[config.mk]
export PLATFORM = sky130hd
export DESIGN_NAME = peer_address_group_classifier_top
export DESIGN_NICKNAME = d
export VERILOG_FILES = /design/src/pagc_pkg.sv /design/src/pagc_decode.sv /design/src/peer_address_group_classifier_top.sv
export SDC_FILE = /design/constraint.sdc
export NUM_CORES = 1
export LEC_CHECK = 0
export ABC_AREA = 1
export BUFFER_PORTS_ARGS = -buffer_cell sky130_fd_sc_hd__buf_2
export CAP_MARGIN = 20
export CORE_ASPECT_RATIO = 0.8
export CORE_UTILIZATION = 55
export DETAILED_ROUTE_END_ITERATION = 16
export PLACE_DENSITY = 0.84
export SYNTH_ARGS = -nofsm -noshare
export SYNTH_HDL_FRONTEND = slang
export SYNTH_HIERARCHICAL = 1
export SYNTH_SLANG_ARGS = --single-unit
[constraint.sdc]
create_clock -name clk -period 10.5 [get_ports clk]
set_clock_uncertainty 0.15 [all_clocks]
set_input_delay 2.1 -clock clk [delete_from_list [all_inputs] [get_ports clk]]
set_output_delay 2.1 -clock clk [all_outputs]
set_load 0.05 [all_outputs]
[src/pagc_pkg.sv]
`default_nettype none
// ----------------------------------------------------------------------------
// pagc_pkg
// Shared codes and types of the peer address group classifier: network kinds,
// class codes, group key selection and the address decode flags.
// ----------------------------------------------------------------------------
package pagc_pkg;

  // Stored network kinds.
  localparam logic [1:0] KIND_IPV4     = 2'd0;
  localparam logic [1:0] KIND_IPV6     = 2'd1;
  localparam logic [1:0] KIND_ONION    = 2'd2;
  localparam logic [1:0] KIND_INTERNAL = 2'd3;

  // Class codes, also the first byte of the group key.
  localparam logic [2:0] CLASS_UNROUTABLE = 3'd0;
  localparam logic [2:0] CLASS_IPV4       = 3'd1;
  localparam logic [2:0] CLASS_IPV6       = 3'd2;
  localparam logic [2:0] CLASS_ONION      = 3'd3;
  localparam logic [2:0] CLASS_INTERNAL   = 3'd4;

  localparam logic [3:0] LEN_INTERNAL = 4'd11;
  localparam logic [3:0] LEN_NONE     = 4'd1;
  localparam logic [3:0] LEN_V4       = 4'd3;
  localparam logic [3:0] LEN_ONION    = 4'd2;
  localparam logic [3:0] LEN_V6       = 4'd5;
  localparam logic [3:0] LEN_V6_EXT   = 4'd6;

  localparam logic [7:0] LOW_NIBBLE_SET = 8'h0F;

  // Which part of the address follows the class byte in the group key.
  typedef enum logic [2:0] {
    KEY_NONE,
    KEY_INTERNAL,
    KEY_V4,
    KEY_6TO4,
    KEY_TEREDO,
    KEY_ONION,
    KEY_V6_EXT,
    KEY_V6
  } key_sel_t;

  // Prefix and range matches on the raw address, not yet qualified by kind.
  typedef struct packed {
    logic v4_invalid;
    logic v4_local;
    logic v4_priv;
    logic v4_reserved;
    logic v6_invalid;
    logic v6_local;
    logic v6_reserved;
    logic v6_siit;
    logic v6_nat64;
    logic v6_6to4;
    logic v6_teredo;
    logic v6_ext;
  } addr_flags_t;

endpackage
`default_nettype wire

[src/pagc_decode.sv]
`default_nettype none
// ----------------------------------------------------------------------------
// pagc_decode
// Compares the raw 128-bit address against the special IPv4 and IPv6 ranges
// and returns one flag per range family.
// ----------------------------------------------------------------------------
module pagc_decode (
  input  wire logic [63:0]          addr_high,
  input  wire logic [63:0]          addr_low,
  output pagc_pkg::addr_flags_t     flags
);
  import pagc_pkg::*;

  logic [7:0] a0, a1, a2, a3;
  logic [7:0] a12, a13, a14;
  logic       orchid_base;

  assign a0  = addr_high[63:56];
  assign a1  = addr_high[55:48];
  assign a2  = addr_high[47:40];
  assign a3  = addr_high[39:32];
  assign a12 = addr_low[31:24];
  assign a13 = addr_low[23:16];
  assign a14 = addr_low[15:8];

  assign orchid_base = (a0 == 8'h20) && (a1 == 8'h01) && (a2 == 8'h00);

  always_comb begin
    // IPv4 lives in bytes 12 to 15.
    flags.v4_invalid = (addr_low[31:0] == 32'hFFFF_FFFF) || (addr_low[31:0] == 32'h0);
    flags.v4_local   = (a12 == 8'd127) || (a12 == 8'd0);
    flags.v4_priv    = (a12 == 8'd10) ||
                       ((a12 == 8'd192) && (a13 == 8'd168)) ||
                       ((a12 == 8'd172) && (a13[7:4] == 4'h1));
    flags.v4_reserved = ((a12 == 8'd198) && ((a13 == 8'd18) || (a13 == 8'd19))) ||
                        ((a12 == 8'd169) && (a13 == 8'd254)) ||
                        ((a12 == 8'd100) && (a13[7:6] == 2'b01)) ||
                        ((a12 == 8'd192) && (a13 == 8'd0) && (a14 == 8'd2)) ||
                        ((a12 == 8'd198) && (a13 == 8'd51) && (a14 == 8'd100)) ||
                        ((a12 == 8'd203) && (a13 == 8'd0) && (a14 == 8'd113));

    // A misaligned record shows seven zero bytes followed by ff ff.
    flags.v6_invalid = ((addr_high[63:8] == 56'h0) && (addr_high[7:0] == 8'hFF) &&
                        (addr_low[63:56] == 8'hFF)) ||
                       ((addr_high == 64'h0) && (addr_low == 64'h0)) ||
                       (addr_high[63:32] == 32'h2001_0DB8);
    flags.v6_local   = (addr_high == 64'h0) && (addr_low == 64'h1);
    flags.v6_reserved = (addr_high == 64'hFE80_0000_0000_0000) ||
                        (a0[7:1] == 7'b1111_110) ||
                        (orchid_base && (a3[7:4] == 4'h1)) ||
                        (orchid_base && (a3[7:4] == 4'h2));
    flags.v6_siit    = (addr_high == 64'h0) && (addr_low[63:32] == 32'hFFFF_0000);
    flags.v6_nat64   = (addr_high == 64'h0064_FF9B_0000_0000) &&
                       (addr_low[63:32] == 32'h0);
    flags.v6_6to4    = (addr_high[63:48] == 16'h2002);
    flags.v6_teredo  = (addr_high[63:32] == 32'h2001_0000);
    flags.v6_ext     = (addr_high[63:32] == 32'h2001_0470);
  end

endmodule
`default_nettype wire

[src/peer_address_group_classifier_top.sv]
`default_nettype none
// Throughput: one beat per cycle while out_stall is low; three register stages
// (range decode, classification, group key build) each take a new beat every
// cycle when not held by a stall.
// A stall on the output backs up through the stages, filling bubbles first.
// Reset clears the stage valid bits and the private-range enable.
// ----------------------------------------------------------------------------
// peer_address_group_classifier_top
// Classifies a peer address by network, checks validity and reserved ranges,
// and builds the group key used to spread peers across address groups.
// ----------------------------------------------------------------------------
module peer_address_group_classifier_top (
  input  wire logic        clk,
  input  wire logic        rst,
  input  wire logic        cfg_wr_en,
  input  wire logic        cfg_wr_data,
  input  wire logic        in_valid,
  output logic             in_stall,
  input  wire logic [1:0]  net_kind,
  input  wire logic [63:0] addr_high,
  input  wire logic [63:0] addr_low,
  output logic             out_valid,
  input  wire logic        out_stall,
  output logic [2:0]       peer_class,
  output logic             is_valid,
  output logic             is_routable,
  output logic             is_local,
  output logic [3:0]       group_len,
  output logic [63:0]      group_high,
  output logic [23:0]      group_low
);
  import pagc_pkg::*;

  logic allow_private_net;

  // Stage 1: address and decode flags.
  addr_flags_t dec_flags;
  logic        s1_valid;
  logic [1:0]  s1_kind;
  logic [63:0] s1_high;
  logic [63:0] s1_low;
  addr_flags_t s1_flags;

  // Stage 2: classification.
  logic        s2_valid;
  key_sel_t    s2_sel;
  logic [2:0]  s2_class;
  logic        s2_is_valid;
  logic        s2_routable;
  logic        s2_local;
  logic [63:0] s2_high;
  logic [63:0] s2_low;

  logic en1, en2, en3;

  key_sel_t   sel_next;
  logic [2:0] class_next;
  logic       valid_next;
  logic       routable_next;
  logic       local_next;
  logic       reserved;
  logic       v4, v6, onion, internal;

  logic [3:0]  len_next;
  logic [63:0] gh_next;
  logic [23:0] gl_next;
  logic [7:0]  cls_byte;

  assign en3      = !out_valid || !out_stall;
  assign en2      = !s2_valid || en3;
  assign en1      = !s1_valid || en2;
  assign in_stall = !en1;

  always_ff @(posedge clk) begin
    if (rst) begin
      allow_private_net <= 1'b0;
    end else if (cfg_wr_en) begin
      allow_private_net <= cfg_wr_data;
    end
  end

  pagc_decode u_decode (
    .addr_high (addr_high),
    .addr_low  (addr_low),
    .flags     (dec_flags)
  );

  always_ff @(posedge clk) begin
    if (rst) begin
      s1_valid <= 1'b0;
    end else if (en1) begin
      s1_valid <= in_valid;
    end
    if (en1 && in_valid) begin
      s1_kind  <= net_kind;
      s1_high  <= addr_high;
      s1_low   <= addr_low;
      s1_flags <= dec_flags;
    end
  end

  always_comb begin
    v4       = (s1_kind == KIND_IPV4);
    v6       = (s1_kind == KIND_IPV6);
    onion    = (s1_kind == KIND_ONION);
    internal = (s1_kind == KIND_INTERNAL);

    valid_next    = !(v6 && s1_flags.v6_invalid) && !internal &&
                    !(v4 && s1_flags.v4_invalid);
    local_next    = (v4 && s1_flags.v4_local) || (v6 && s1_flags.v6_local);
    reserved      = (v4 && s1_flags.v4_reserved) || (v6 && s1_flags.v6_reserved) ||
                    local_next || internal;
    routable_next = valid_next && !(!allow_private_net && v4 && s1_flags.v4_priv) &&
                    !reserved;

    if (internal) begin
      sel_next   = KEY_INTERNAL;
      class_next = CLASS_INTERNAL;
    end else if (!routable_next) begin
      sel_next   = KEY_NONE;
      class_next = CLASS_UNROUTABLE;
    end else if (v4 || (v6 && (s1_flags.v6_siit || s1_flags.v6_nat64))) begin
      sel_next   = KEY_V4;
      class_next = CLASS_IPV4;
    end else if (v6 && s1_flags.v6_6to4) begin
      sel_next   = KEY_6TO4;
      class_next = CLASS_IPV4;
    end else if (v6 && s1_flags.v6_teredo) begin
      sel_next   = KEY_TEREDO;
      class_next = CLASS_IPV4;
    end else if (onion) begin
      sel_next   = KEY_ONION;
      class_next = CLASS_ONION;
    end else if (s1_flags.v6_ext) begin
      sel_next   = KEY_V6_EXT;
      class_next = CLASS_IPV6;
    end else begin
      sel_next   = KEY_V6;
      class_next = CLASS_IPV6;
    end
  end

  always_ff @(posedge clk) begin
    if (rst) begin
      s2_valid <= 1'b0;
    end else if (en2) begin
      s2_valid <= s1_valid;
    end
    if (en2 && s1_valid) begin
      s2_sel      <= sel_next;
      s2_class    <= class_next;
      s2_is_valid <= valid_next;
      s2_routable <= routable_next;
      s2_local    <= local_next;
      s2_high     <= s1_high;
      s2_low      <= s1_low;
    end
  end

  // Stage 3: assemble the key; unused trailing bytes stay zero.
  always_comb begin
    cls_byte = {5'b0, s2_class};
    gl_next  = 24'h0;
    case (s2_sel)
      KEY_INTERNAL: begin
        len_next = LEN_INTERNAL;
        gh_next  = {cls_byte, s2_high[15:0], s2_low[63:24]};
        gl_next  = s2_low[23:0];
      end
      KEY_V4: begin
        len_next = LEN_V4;
        gh_next  = {cls_byte, s2_low[31:16], 40'h0};
      end
      KEY_6TO4: begin
        len_next = LEN_V4;
        gh_next  = {cls_byte, s2_high[47:32], 40'h0};
      end
      KEY_TEREDO: begin
        len_next = LEN_V4;
        gh_next  = {cls_byte, ~s2_low[31:16], 40'h0};
      end
      KEY_ONION: begin
        len_next = LEN_ONION;
        gh_next  = {cls_byte, s2_high[15:8] | LOW_NIBBLE_SET, 48'h0};
      end
      KEY_V6_EXT: begin
        len_next = LEN_V6_EXT;
        gh_next  = {cls_byte, s2_high[63:32], s2_high[31:24] | LOW_NIBBLE_SET, 16'h0};
      end
      KEY_V6: begin
        len_next = LEN_V6;
        gh_next  = {cls_byte, s2_high[63:32], 24'h0};
      end
      default: begin
        len_next = LEN_NONE;
        gh_next  = {cls_byte, 56'h0};
      end
    endcase
  end

  always_ff @(posedge clk) begin
    if (rst) begin
      out_valid <= 1'b0;
    end else if (en3) begin
      out_valid <= s2_valid;
    end
    if (en3 && s2_valid) begin
      peer_class  <= s2_class;
      is_valid    <= s2_is_valid;
      is_routable <= s2_routable;
      is_local    <= s2_local;
      group_len   <= len_next;
      group_high  <= gh_next;
      group_low   <= gl_next;
    end
  end

`ifndef SYNTHESIS
  a_stall_only_when_full: assert property (@(posedge clk) disable iff (rst)
    in_stall |-> s1_valid)
    else $error("input stalled while the first stage is empty");

  a_routable_is_valid: assert property (@(posedge clk) disable iff (rst)
    out_valid && is_routable |-> is_valid)
    else $error("routable result that is not valid");

  a_class_byte: assert property (@(posedge clk) disable iff (rst)
    out_valid |-> group_high[63:56] == {5'b0, peer_class})
    else $error("group key does not open with the class byte");

  a_internal_key: assert property (@(posedge clk) disable iff (rst)
    out_valid && peer_class == CLASS_INTERNAL |-> group_len == LEN_INTERNAL && !is_valid)
    else $error("internal address with wrong key length or marked valid");

  a_unroutable_key: assert property (@(posedge clk) disable iff (rst)
    out_valid && peer_class == CLASS_UNROUTABLE |->
      group_len == LEN_NONE && group_high[55:0] == 56'h0 && group_low == 24'h0 &&
      !is_routable)
    else $error("unroutable result with a non-empty key");
`endif

endmodule
`default_nettype wire

==> flow_metrics.py, run 1 <==
metrics = {
    "clock_tree": {
        "ctsHoldBuffers": 0,
        "clockRootBuffer": "clkbuf_16",
        "path_clk_slew_ns": 0.06,
        "cts_tree": "built",
        "post-cts-setup-buffers": 0,
        "h-tree-depth": 2,
        "clk-insertion-delay-late_ns": 0.51,
        "ctsResizeCount": 0,
        "tritoncts.num_buffers": 35,
        "clk_path_buf_depth": 3,
        "cts_sinks": 349,
    },
    "pwr": {
        "finalPower_w": 0.00306,
        "vdd_ir_drop_max_mv": 0.117,
        "p_leak_nw": 6.32,
        "powerDensity_nw_per_um2": 192,
    },
    "timing": {
        "tns_ns": 0,
        "setup_viol": 0,
        "hold_violations": 0,
        "worst_pin_slew_ns": 1.07,
        "finalMaxSlewViolations": 0,
        "fmax_ghz": 0.195,
        "worst_slew_margin_rel_pct": 28.8,
        "rsz0062_at_grt": "no",
        "period_needed_ns": 5.14,
        "timing.final.crit_share_pct": 48.9,
    },
    "grt": {
        "antenna_found_initial": 9,
        "grt_use_total_pct": 23.9,
        "grt_first_pass_wirelength_mm": 43.6,
        "gr-total-overflow": 0,
        "grt_pass1_vias": 7918,
        "grt_max_degree": 84,
    },
    "logic_synthesis": {
        "yosysUniqueCellTypes": 31,
        "yosys_warnings": 6,
        "netlist_area_um2": 13300,
        "ys_seq_area_share_pct": 78.7,
        "synth_seq_cells": 349,
        "synth-main-ff-cell": "edfxtp_1",
        "postSynthCellCount": 964,
        "async_flop_share_pct": 0,
        "syn_area_per_cell_um2": 13.8,
        "synth-edff-count": 345,
    },
    "setup_path": {
        "critPathCaptureType": "output port",
        "worst-setup-path-type": "primary input to output port",
        "setup.worst_path.start_class": "primary input",
        "worst_ep_arrival_time_ns": 2.89,
        "worstPathMaxFanout": 2,
        "cp_data_required_time_ns": 8.25,
    },
    "flow_run": {
        "drv_cap": 0,
    },
    "final_layout": {
        "final_common_cell": "edfxtp_1",
        "layout_common_cells": "edfxtp_1, buf_2, nor2_1",
        "num-fill-cells": 1640,
        "drive_gt1_share_pct": 26.5,
        "nets": 1353,
        "final_cells": 1562,
        "syn2layout_area_growth_pct": 20.1,
    },
    "min_path": {
        "hold_path.class": "register to register",
    },
    "placement": {
        "gp_congestion": 0.900,
        "placed_cells": 1492,
        "place.port_buffers": 230,
        "dp_hpwl_mm": 20.6,
    },
    "route": {
        "viasPerCell": 5.35,
        "routedWlPerCell_um": 18.9,
        "wirelength_mm": 29.5,
        "drt-initial-drc-count": 921,
        "drtAntennaViolNets": 0,
        "drc": 0,
        "drt_pass1_iterations": 6,
        "num_vias": 8363,
    },
    "floorplan": {
        "start_util_pct": 56.4,
        "dieArea_um2": 24700,
        "die_height_um": 141,
        "coreArea_um2": 23500,
        "num_rows": 50,
        "die_w_um": 176,
        "io_pins": 236,
    },
    "outcome": {
        "outcome": "finished, final reports clean",
    },
}
## metal layers
layer / up-vias / global-route usage, % / wire length (um)
li1: 3895 / - / -
met1: 3956 / 32.2 / 11700
met2: 452 / 38.0 / 13800
met3: 56 / 6.69 / 3290
met4: 4 / 7.64 / 676
met5: - / 0 / 27
## worst max-delay path: stages
cell and delay, ns:
buf_2 0.13, nand2_1 0.07, nor2_1 0.13, nand2_1 0.08, inv_1 0.11, buf_2 0.27
## final timing paths
check                           startpoint        endpoint  slack, ns  cells after the start
worst max-delay path             out_stall        in_stall       5.36                      6
worst min register to register   s1_low[4]       s2_low[4]       0.26                      0
worst max register to register   s2_sel[0]  group_high[44]       7.54                      6
worst min-delay path             s1_low[4]       s2_low[4]       0.26                      0
## through the flow
step	instance area, um2	hold WS [ns]	setup WS [ns]	util [%]
2_1_floorplan	13300	0.250	1.74	-
3_3_place_gp	14700	0.251	5.38	62.6
3_5_place_dp	14700	0.255	5.38	62.6
4_1_cts	15900	0.254	5.36	67.6
5_1_grt	15900	0.264	5.30	67.7
6_report	15900	0.262	5.36	67.7
## synthesized netlist by cell type (10+ instances only)
| library cell | number | area (um2) |
|---|---|---|
| nand3_1 | 32 | 160 |
| nor3_1 | 15 | 75.1 |
| a22o_1 | 14 | 123 |
| nand2_2 | 10 | 62.6 |
| nand2_1 | 154 | 578 |
| buf_4 | 13 | 97.6 |
| nor2_1 | 161 | 604 |
| inv_2 | 14 | 52.6 |
| a21oi_1 | 18 | 90.1 |
| inv_1 | 86 | 323 |
| nand4_1 | 41 | 257 |
| edfxtp_1 | 345 | 10400 |
## state kept, by name (all words and copies together), names as in the netlist, 2 cells and up
register	cells
group_len	4
group_low	24
group_high	56
s2_high	52
s2_class	3
s2_low	64
peer_class	3
s1_flags	12
s1_high	52
s1_kind	2
s2_sel	3
s1_low	64
## power breakdown
group          internal (W)  leakage (nW)  switching (W)  total, W
Combinational     0.0000454          2.38       0.000133  0.000178
Clock              0.000760         0.568       0.000498   0.00126
Sequential          0.00160          3.38      0.0000207   0.00162
## logic make-up (layout without fill, tap and decap cells)
logic type | Yosys count | after routing | synth area share [%]
other | 1 | 12 | 0.0283
AOI/OAI and AO/OA | 48 | 48 | 2.45
DFF | 349 | 349 | 78.7
and+or+nand+nor | 442 | 442 | 14.8
buffers and inverters | 124 | 399 | 3.96
## final cells by class
class / instances / area [um2] / share of cell area [%]
diodes: 7 / 17.5 / 0.110
clock buffers: 42 / 933 / 5.86
clock inverters: 21 / 245 / 1.54
inverters: 102 / 385 / 2.42
multi-input cells: 495 / 2330 / 14.6
flip-flops and latches: 349 / 10400 / 65.6
well taps: 312 / 390 / 2.45
repair buffers: 234 / 1180 / 7.42
Power figures use the tool's default switching activity.
==> run 2, diff against run 1 <==
CORE_UTILIZATION = 50   (was 55)
PLACE_DENSITY = 0.8   (was 0.84)
clock period = 4.48 ns   (was 10.5 ns; I/O delays follow)
==> run 2 against run 1 <==
  * Worst hold slack worse by 0.0041 ns
  * Sequential power up 130%
  * Final area down 0.29%
  * Worst setup slack worse by 3.6 ns
  * Critical endpoint is now group_high[29]
  * Highest routed layer is now met4
==> flow_metrics.py, run 2 (same netlist as run 1, synthesis figures left out) <==
metrics = {
    "outcome": {
        "outcome": "finished, final reports clean",
    },
    "pwr": {
        "vdd_ir_drop_max_mv": 0.224,
        "powerDensity_nw_per_um2": 435,
        "power_frac_comb_pct": 6.1,
        "seqPwrFrac_pct": 55.0,
        "p_int_w": 0.00534,
        "switching_share_pct": 22.7,
        "p_leak_nw": 6.29,
        "p_clk_share_pct": 38.8,
        "p_sw_w": 0.00157,
        "finalPower_w": 0.00691,
    },
    "setup_path": {
        "r2r_end": "group_high[29]",
        "cp_data_required_time_ns": 4.60,
        "worstPathMaxFanout": 41,
        "rrSetupSlack_ns": 1.73,
        "worst_ep_arrival_time_ns": 2.87,
        "reg2reg_from": "s2_sel[0]",
        "reg2reg_depth": 5,
        "worst-setup-path-type": "register to register",
        "critPathCaptureType": "register",
        "setup.worst_path.start_class": "register",
    },
    "timing": {
        "rsz0062_at_grt": "no",
        "timing.final.crit_share_pct": 61.4,
        "fmax_ghz": 0.364,
        "setup_viol": 0,
        "tns_ns": 0,
        "period_needed_ns": 2.75,
        "worst_slew_margin_rel_pct": 44.9,
        "setup_ws_ns": 1.73,
        "finalMaxSlewViolations": 0,
        "hold_violations": 0,
        "worst_pin_slew_ns": 0.824,
    },
    "min_path": {
        "hold_start": "s1_high[55]",
        "hold_path_end": "s2_high[55]",
        "hold_path.class": "register to register",
        "hold_depth": 0,
    },
    "route": {
        "num_vias": 8394,
        "drc": 0,
        "drt_pass1_iterations": 7,
        "drtAntennaViolNets": 0,
        "wirelength_mm": 30.0,
        "routedWlPerCell_um": 18.7,
        "drt-initial-drc-count": 806,
        "viasPerCell": 5.25,
    },
    "clock_tree": {
        "ctsHoldBuffers": 0,
        "tritoncts.num_buffers": 35,
        "post-cts-setup-buffers": 0,
        "ctsResizeCount": 0,
        "cts_sinks": 349,
        "clk-insertion-delay-late_ns": 0.52,
        "cts_tree": "built",
        "clockRootBuffer": "clkbuf_16",
        "h-tree-depth": 2,
        "clk_path_buf_depth": 3,
        "path_clk_slew_ns": 0.06,
    },
    "floorplan": {
        "die_height_um": 148,
        "num_rows": 52,
        "io_pins": 236,
        "dieArea_um2": 27200,
        "coreArea_um2": 25700,
        "start_util_pct": 51.6,
        "die_w_um": 184,
    },
    "final_layout": {
        "largestRegisters": "s1_low x64, s2_low x64, group_high x56",
        "final_common_cell": "edfxtp_1",
        "nets": 1356,
        "drive_gt1_share_pct": 26.6,
        "layout_common_cells": "edfxtp_1, buf_2, nor2_1",
        "syn2layout_area_growth_pct": 19.7,
        "final_core_util_pct": 61.8,
        "final_cells": 1599,
    },
    "grt": {
        "grt_use_total_pct": 22.1,
        "antenna_found_initial": 2,
        "grt_first_pass_wirelength_mm": 44.3,
        "grt_pass1_vias": 8044,
        "grt_max_degree": 91,
        "gr-total-overflow": 0,
    },
    "placement": {
        "gp_congestion": 0.925,
        "pre_cts_ws_ns": 1.51,
        "dp_hpwl_mm": 21.4,
        "place.port_buffers": 230,
        "placed_cells": 1534,
    },
    "flow_run": {
        "drv_cap": 0,
    },
}
## run 2: changes by cell type in the layout (fill, tap and decap cells not counted), moves of 2 or more
| cell | before | now |
|---|---|---|
| buf_12 | 0 | 2 |
| bufinv_16 | 5 | 0 |
| clkinv_2 | 5 | 9 |
| clkinv_1 | 8 | 10 |
| diode_2 | 7 | 2 |
## run 2: cell type report
class	count	area, um2
Antenna cell	2	5.00
Clock buffer	40	916
Clock inverter	23	133
Fill cell	1928	9820
Inverter	102	385
Multi-Input combinational cell	495	2330
Sequential cell	349	10400
Tap cell	351	439
Timing Repair Buffer	237	1230
## run 2: critical path, cell delays in order (launching register included)
cell	delay (ns)
edfxtp_1	0.41
inv_1	0.40
nor2_8	0.07
nand2_2	0.62
inv_2	0.52
a22o_1	0.32
## run 2: metal layers
layer,global-route usage (%),share of wire [%],vias up
li1,-,-,3901
met3,5.17,9.8,71
met4,8.13,3.1,0
met1,30.8,42,3951
met2,34.0,45,471
met5,0,0,-
## run 2: how the worst max path moves through the flow
stage	from	end	slack, ns	cells after the start
after floorplan	out_stall	s2_class[0]	0.30	5
after global placement	out_stall	s1_low[38]	1.57	7
after detailed placement	out_stall	s1_low[39]	1.51	7
after CTS	s2_sel[0]	group_high[29]	1.69	5
after global routing	s2_sel[0]	group_high[26]	1.53	5
final	s2_sel[0]	group_high[29]	1.73	5
## run 2: power by group through the flow
stage	clock network [W]	logic [W]	registers, W
final	0.00268	0.000425	0.00380
after global routing	0.00284	0.000460	0.00381
after CTS	0.00272	0.000424	0.00380
after detailed placement	0	0.000423	0.00387
after global placement	0	0.000408	0.00386
after floorplan	0	0.000173	0.00393
## run 2: per-stage QoR
stage | hold slack (ns) | cell area [um2]
3_3_place_gp | 0.251 | 14800
2_1_floorplan | 0.250 | 13300
6_report | 0.257 | 15900
3_5_place_dp | 0.255 | 14800
5_1_grt | 0.267 | 15900
4_1_cts | 0.258 | 15900
==> run 3, diff against run 2 <==
ABC_AREA = 0   (was 1)
PLACE_DENSITY = 0.81   (was 0.8)
clock period = 2.45 ns   (was 4.48 ns; I/O delays follow)
==> run 3 against run 2 <==
  * Utilization rose by 0.34 points
  * Total power is 83% higher
  * Combinational power up 94%
  * Sequential share of layout area is 0.85 points higher
  * Via count fell by 7.9%
  * Cell count down 15%
  * Fmax increased by 28%
  * Critical path type unchanged
  * Non-clock buffer count is 33 higher
  * Sequential power grew 86%
  * Largest cell class unchanged
  * Flip-flop and latch count unchanged
  * Global-route usage up 0.87 points
==> flow_metrics.py, run 3 <==
metrics = {
    "outcome": {
        "outcome": "finished, final reports clean",
    },
    "setup_path": {
        "r2r_end": "group_high[55]",
        "worst-setup-path-type": "register to register",
        "cp.buffers_inverters": 2,
        "reg2reg_depth": 5,
        "worst_ep_arrival_time_ns": 2.23,
        "cp_data_required_time_ns": 2.54,
        "reg2reg_from": "s2_sel[1]",
        "setup.worst_path.start_class": "register",
        "cp_slowest_cell": "edfxtp_1",
        "cp_cell_sequence": "buf_4, nand2_1, inv_1, a221oi_1, o21ai_0",
        "worstPathMaxFanout": 31,
        "endpoint": "group_high[55]",
        "rrSetupSlack_ns": 0.30,
        "worst_path_largest_cell_delay_ns": 0.39,
        "critPathCaptureType": "register",
        "cp_top_family": "buffers and inverters",
        "crit_start": "s2_sel[1]",
        "crit_cells": 5,
    },
    "route": {
        "routedWlPerCell_um": 22.2,
        "wirelength_mm": 30.2,
        "viasPerCell": 5.69,
        "drc": 0,
        "drtAntennaViolNets": 0,
        "drt-initial-drc-count": 796,
        "drt_pass1_iterations": 6,
        "num_vias": 7727,
    },
    "logic_synthesis": {
        "synth_area_leaders": "edfxtp_1, and2_1, nand2_1, nor4_1, nand4_1",
        "synth_commonest_cells": "edfxtp_1, nand2_1, and2_1",
        "synth-edff-count": 345,
        "synth-main-ff-cell": "edfxtp_1",
        "synth_seq_cells": 349,
        "yosysMostFrequentCell": "edfxtp_1",
        "ys_seq_area_share_pct": 81.4,
        "netlist_area_um2": 12800,
        "postSynthCellCount": 733,
        "yosys.area.top_type_share_pct": 80.8,
        "async_flop_share_pct": 0,
        "yosys_warnings": 6,
        "post-synth-top-area-cell": "edfxtp_1",
        "syn_area_per_cell_um2": 17.5,
        "yosysUniqueCellTypes": 61,
    },
    "floorplan": {
        "start_util_pct": 50.8,
        "num_rows": 52,
        "coreArea_um2": 25200,
        "dieArea_um2": 26300,
        "io_pins": 236,
        "die_w_um": 181,
        "die_height_um": 145,
    },
    "pwr": {
        "p_int_w": 0.00992,
        "p_leak_nw": 5.68,
        "p_sw_w": 0.00276,
        "powerDensity_nw_per_um2": 808,
        "switching_share_pct": 21.7,
        "p_clk_share_pct": 37.7,
        "vdd_ir_drop_max_mv": 0.435,
        "power_frac_comb_pct": 6.5,
        "seqPwrFrac_pct": 55.8,
    },
    "grt": {
        "grt_first_pass_wirelength_mm": 44.7,
        "antenna_found_initial": 1,
        "grt_use_total_pct": 22.9,
        "grt_max_degree": 68,
        "gr-total-overflow": 0,
        "grt_pass1_vias": 7557,
    },
    "placement": {
        "dp_hpwl_mm": 21.7,
        "gp_congestion": 0.919,
        "pre_cts_ws_ns": -0.105,
        "place.port_buffers": 230,
    },
    "clock_tree": {
        "tritoncts.num_buffers": 34,
        "clockRootBuffer": "clkbuf_16",
        "post-cts-setup-buffers": 0,
        "cts_tree": "built",
        "ctsHoldBuffers": 1,
        "ctsResizeCount": 0,
        "clk-insertion-delay-late_ns": 0.51,
        "h-tree-depth": 2,
        "clk_path_buf_depth": 3,
        "cts_sinks": 349,
        "path_clk_slew_ns": 0.06,
    },
    "timing": {
        "finalMaxSlewViolations": 0,
        "setup_ws_ns": 0.305,
        "worst_slew_margin_rel_pct": 60.1,
        "setup_viol": 0,
        "timing.final.crit_share_pct": 87.6,
        "worst_pin_slew_ns": 0.593,
        "hold_violations": 0,
        "fmax_ghz": 0.466,
        "period_needed_ns": 2.15,
        "rsz0062_at_grt": "no",
    },
    "final_layout": {
        "nets": 1150,
        "largestRegisters": "s1_low x64, s2_low x64, group_high x56",
        "drive_gt1_share_pct": 32.5,
        "final_core_util_pct": 62.1,
        "final_common_cell": "edfxtp_1",
        "antennaDiodeCount": 0,
        "layout_common_cells": "edfxtp_1, buf_2, nand2_1",
        "syn2layout_area_growth_pct": 22.3,
    },
    "min_path": {
        "hold_path.class": "primary input to register",
    },
    "flow_run": {
        "drv_cap": 0,
    },
}
## run 3: area by class of cell
| cell class | instances | area (um2) |
|---|---|---|
| Inverter | 4 | 15.0 |
| Fill cell | 1798 | 9560 |
| Tap cell | 324 | 405 |
| Clock buffer | 42 | 902 |
| Sequential cell | 349 | 10400 |
| Multi-Input combinational cell | 355 | 2250 |
| Clock inverter | 15 | 97.6 |
| Timing Repair Buffer | 270 | 1570 |
## run 3: cells by family after synthesis
group,count (synthesis),synth area share [%]
flip-flops,349,81.4
AND/OR/NAND/NOR,254,11.5
AO/OA/AOI/OAI,83,4.62
buffers and inverters,33,1.42
multiplexers,12,0.956
XOR/XNOR,1,0.0683
other,1,0.0292
## run 3: power groups by stage
stage / sequential [W] / clock, W / combinational [W]
6_report: 0.00708 / 0.00477 / 0.000825
5_1_grt: 0.00709 / 0.00508 / 0.000878
3_5_place_dp: 0.00720 / 0 / 0.000818
4_1_cts: 0.00707 / 0.00485 / 0.000825
3_3_place_gp: 0.00719 / 0 / 0.000797
2_1_floorplan: 0.00732 / 0 / 0.000282
## run 3: worst min path at each step
stage                      from     endpoint  slack, ns  depth (start not counted)
floorplan              s2_local     is_local       0.25                          0
global placement    s1_high[13]  s2_high[13]       0.25                          0
detailed placement  s2_routable  is_routable       0.25                          0
CTS                 net_kind[0]   s1_kind[0]      0.002                          1
global route        net_kind[0]   s1_kind[0]      0.006                          1
finish              net_kind[0]   s1_kind[0]       0.02                          1
## run 3: per-stage QoR
step | cell area [um2] | cells | hold WS, ns | TNS [ns] | total power (W)
6_report | 15700 | 1359 | 0.0196 | 0 | 0.0127
5_1_grt | 15700 | 1359 | 0.00583 | 0 | 0.0130
4_1_cts | 15700 | 1359 | 0.00160 | 0 | 0.0128
3_5_place_dp | 14700 | 1301 | 0.255 | -0.323 | 0.00801
3_3_place_gp | 14700 | 1300 | 0.250 | -0.170 | 0.00798
2_1_floorplan | 12900 | 737 | 0.250 | -215.90 | 0.00760
## run 3: metal layers
layer / routed length (um) / vias to the layer above / global-route usage, %
met2: 14200 / 425 / 36.1
met1: 12400 / 3776 / 31.9
met3: 2840 / 53 / 5.35
li1: - / 3471 / -
met5: 13 / - / 0
met4: 759 / 2 / 7.12
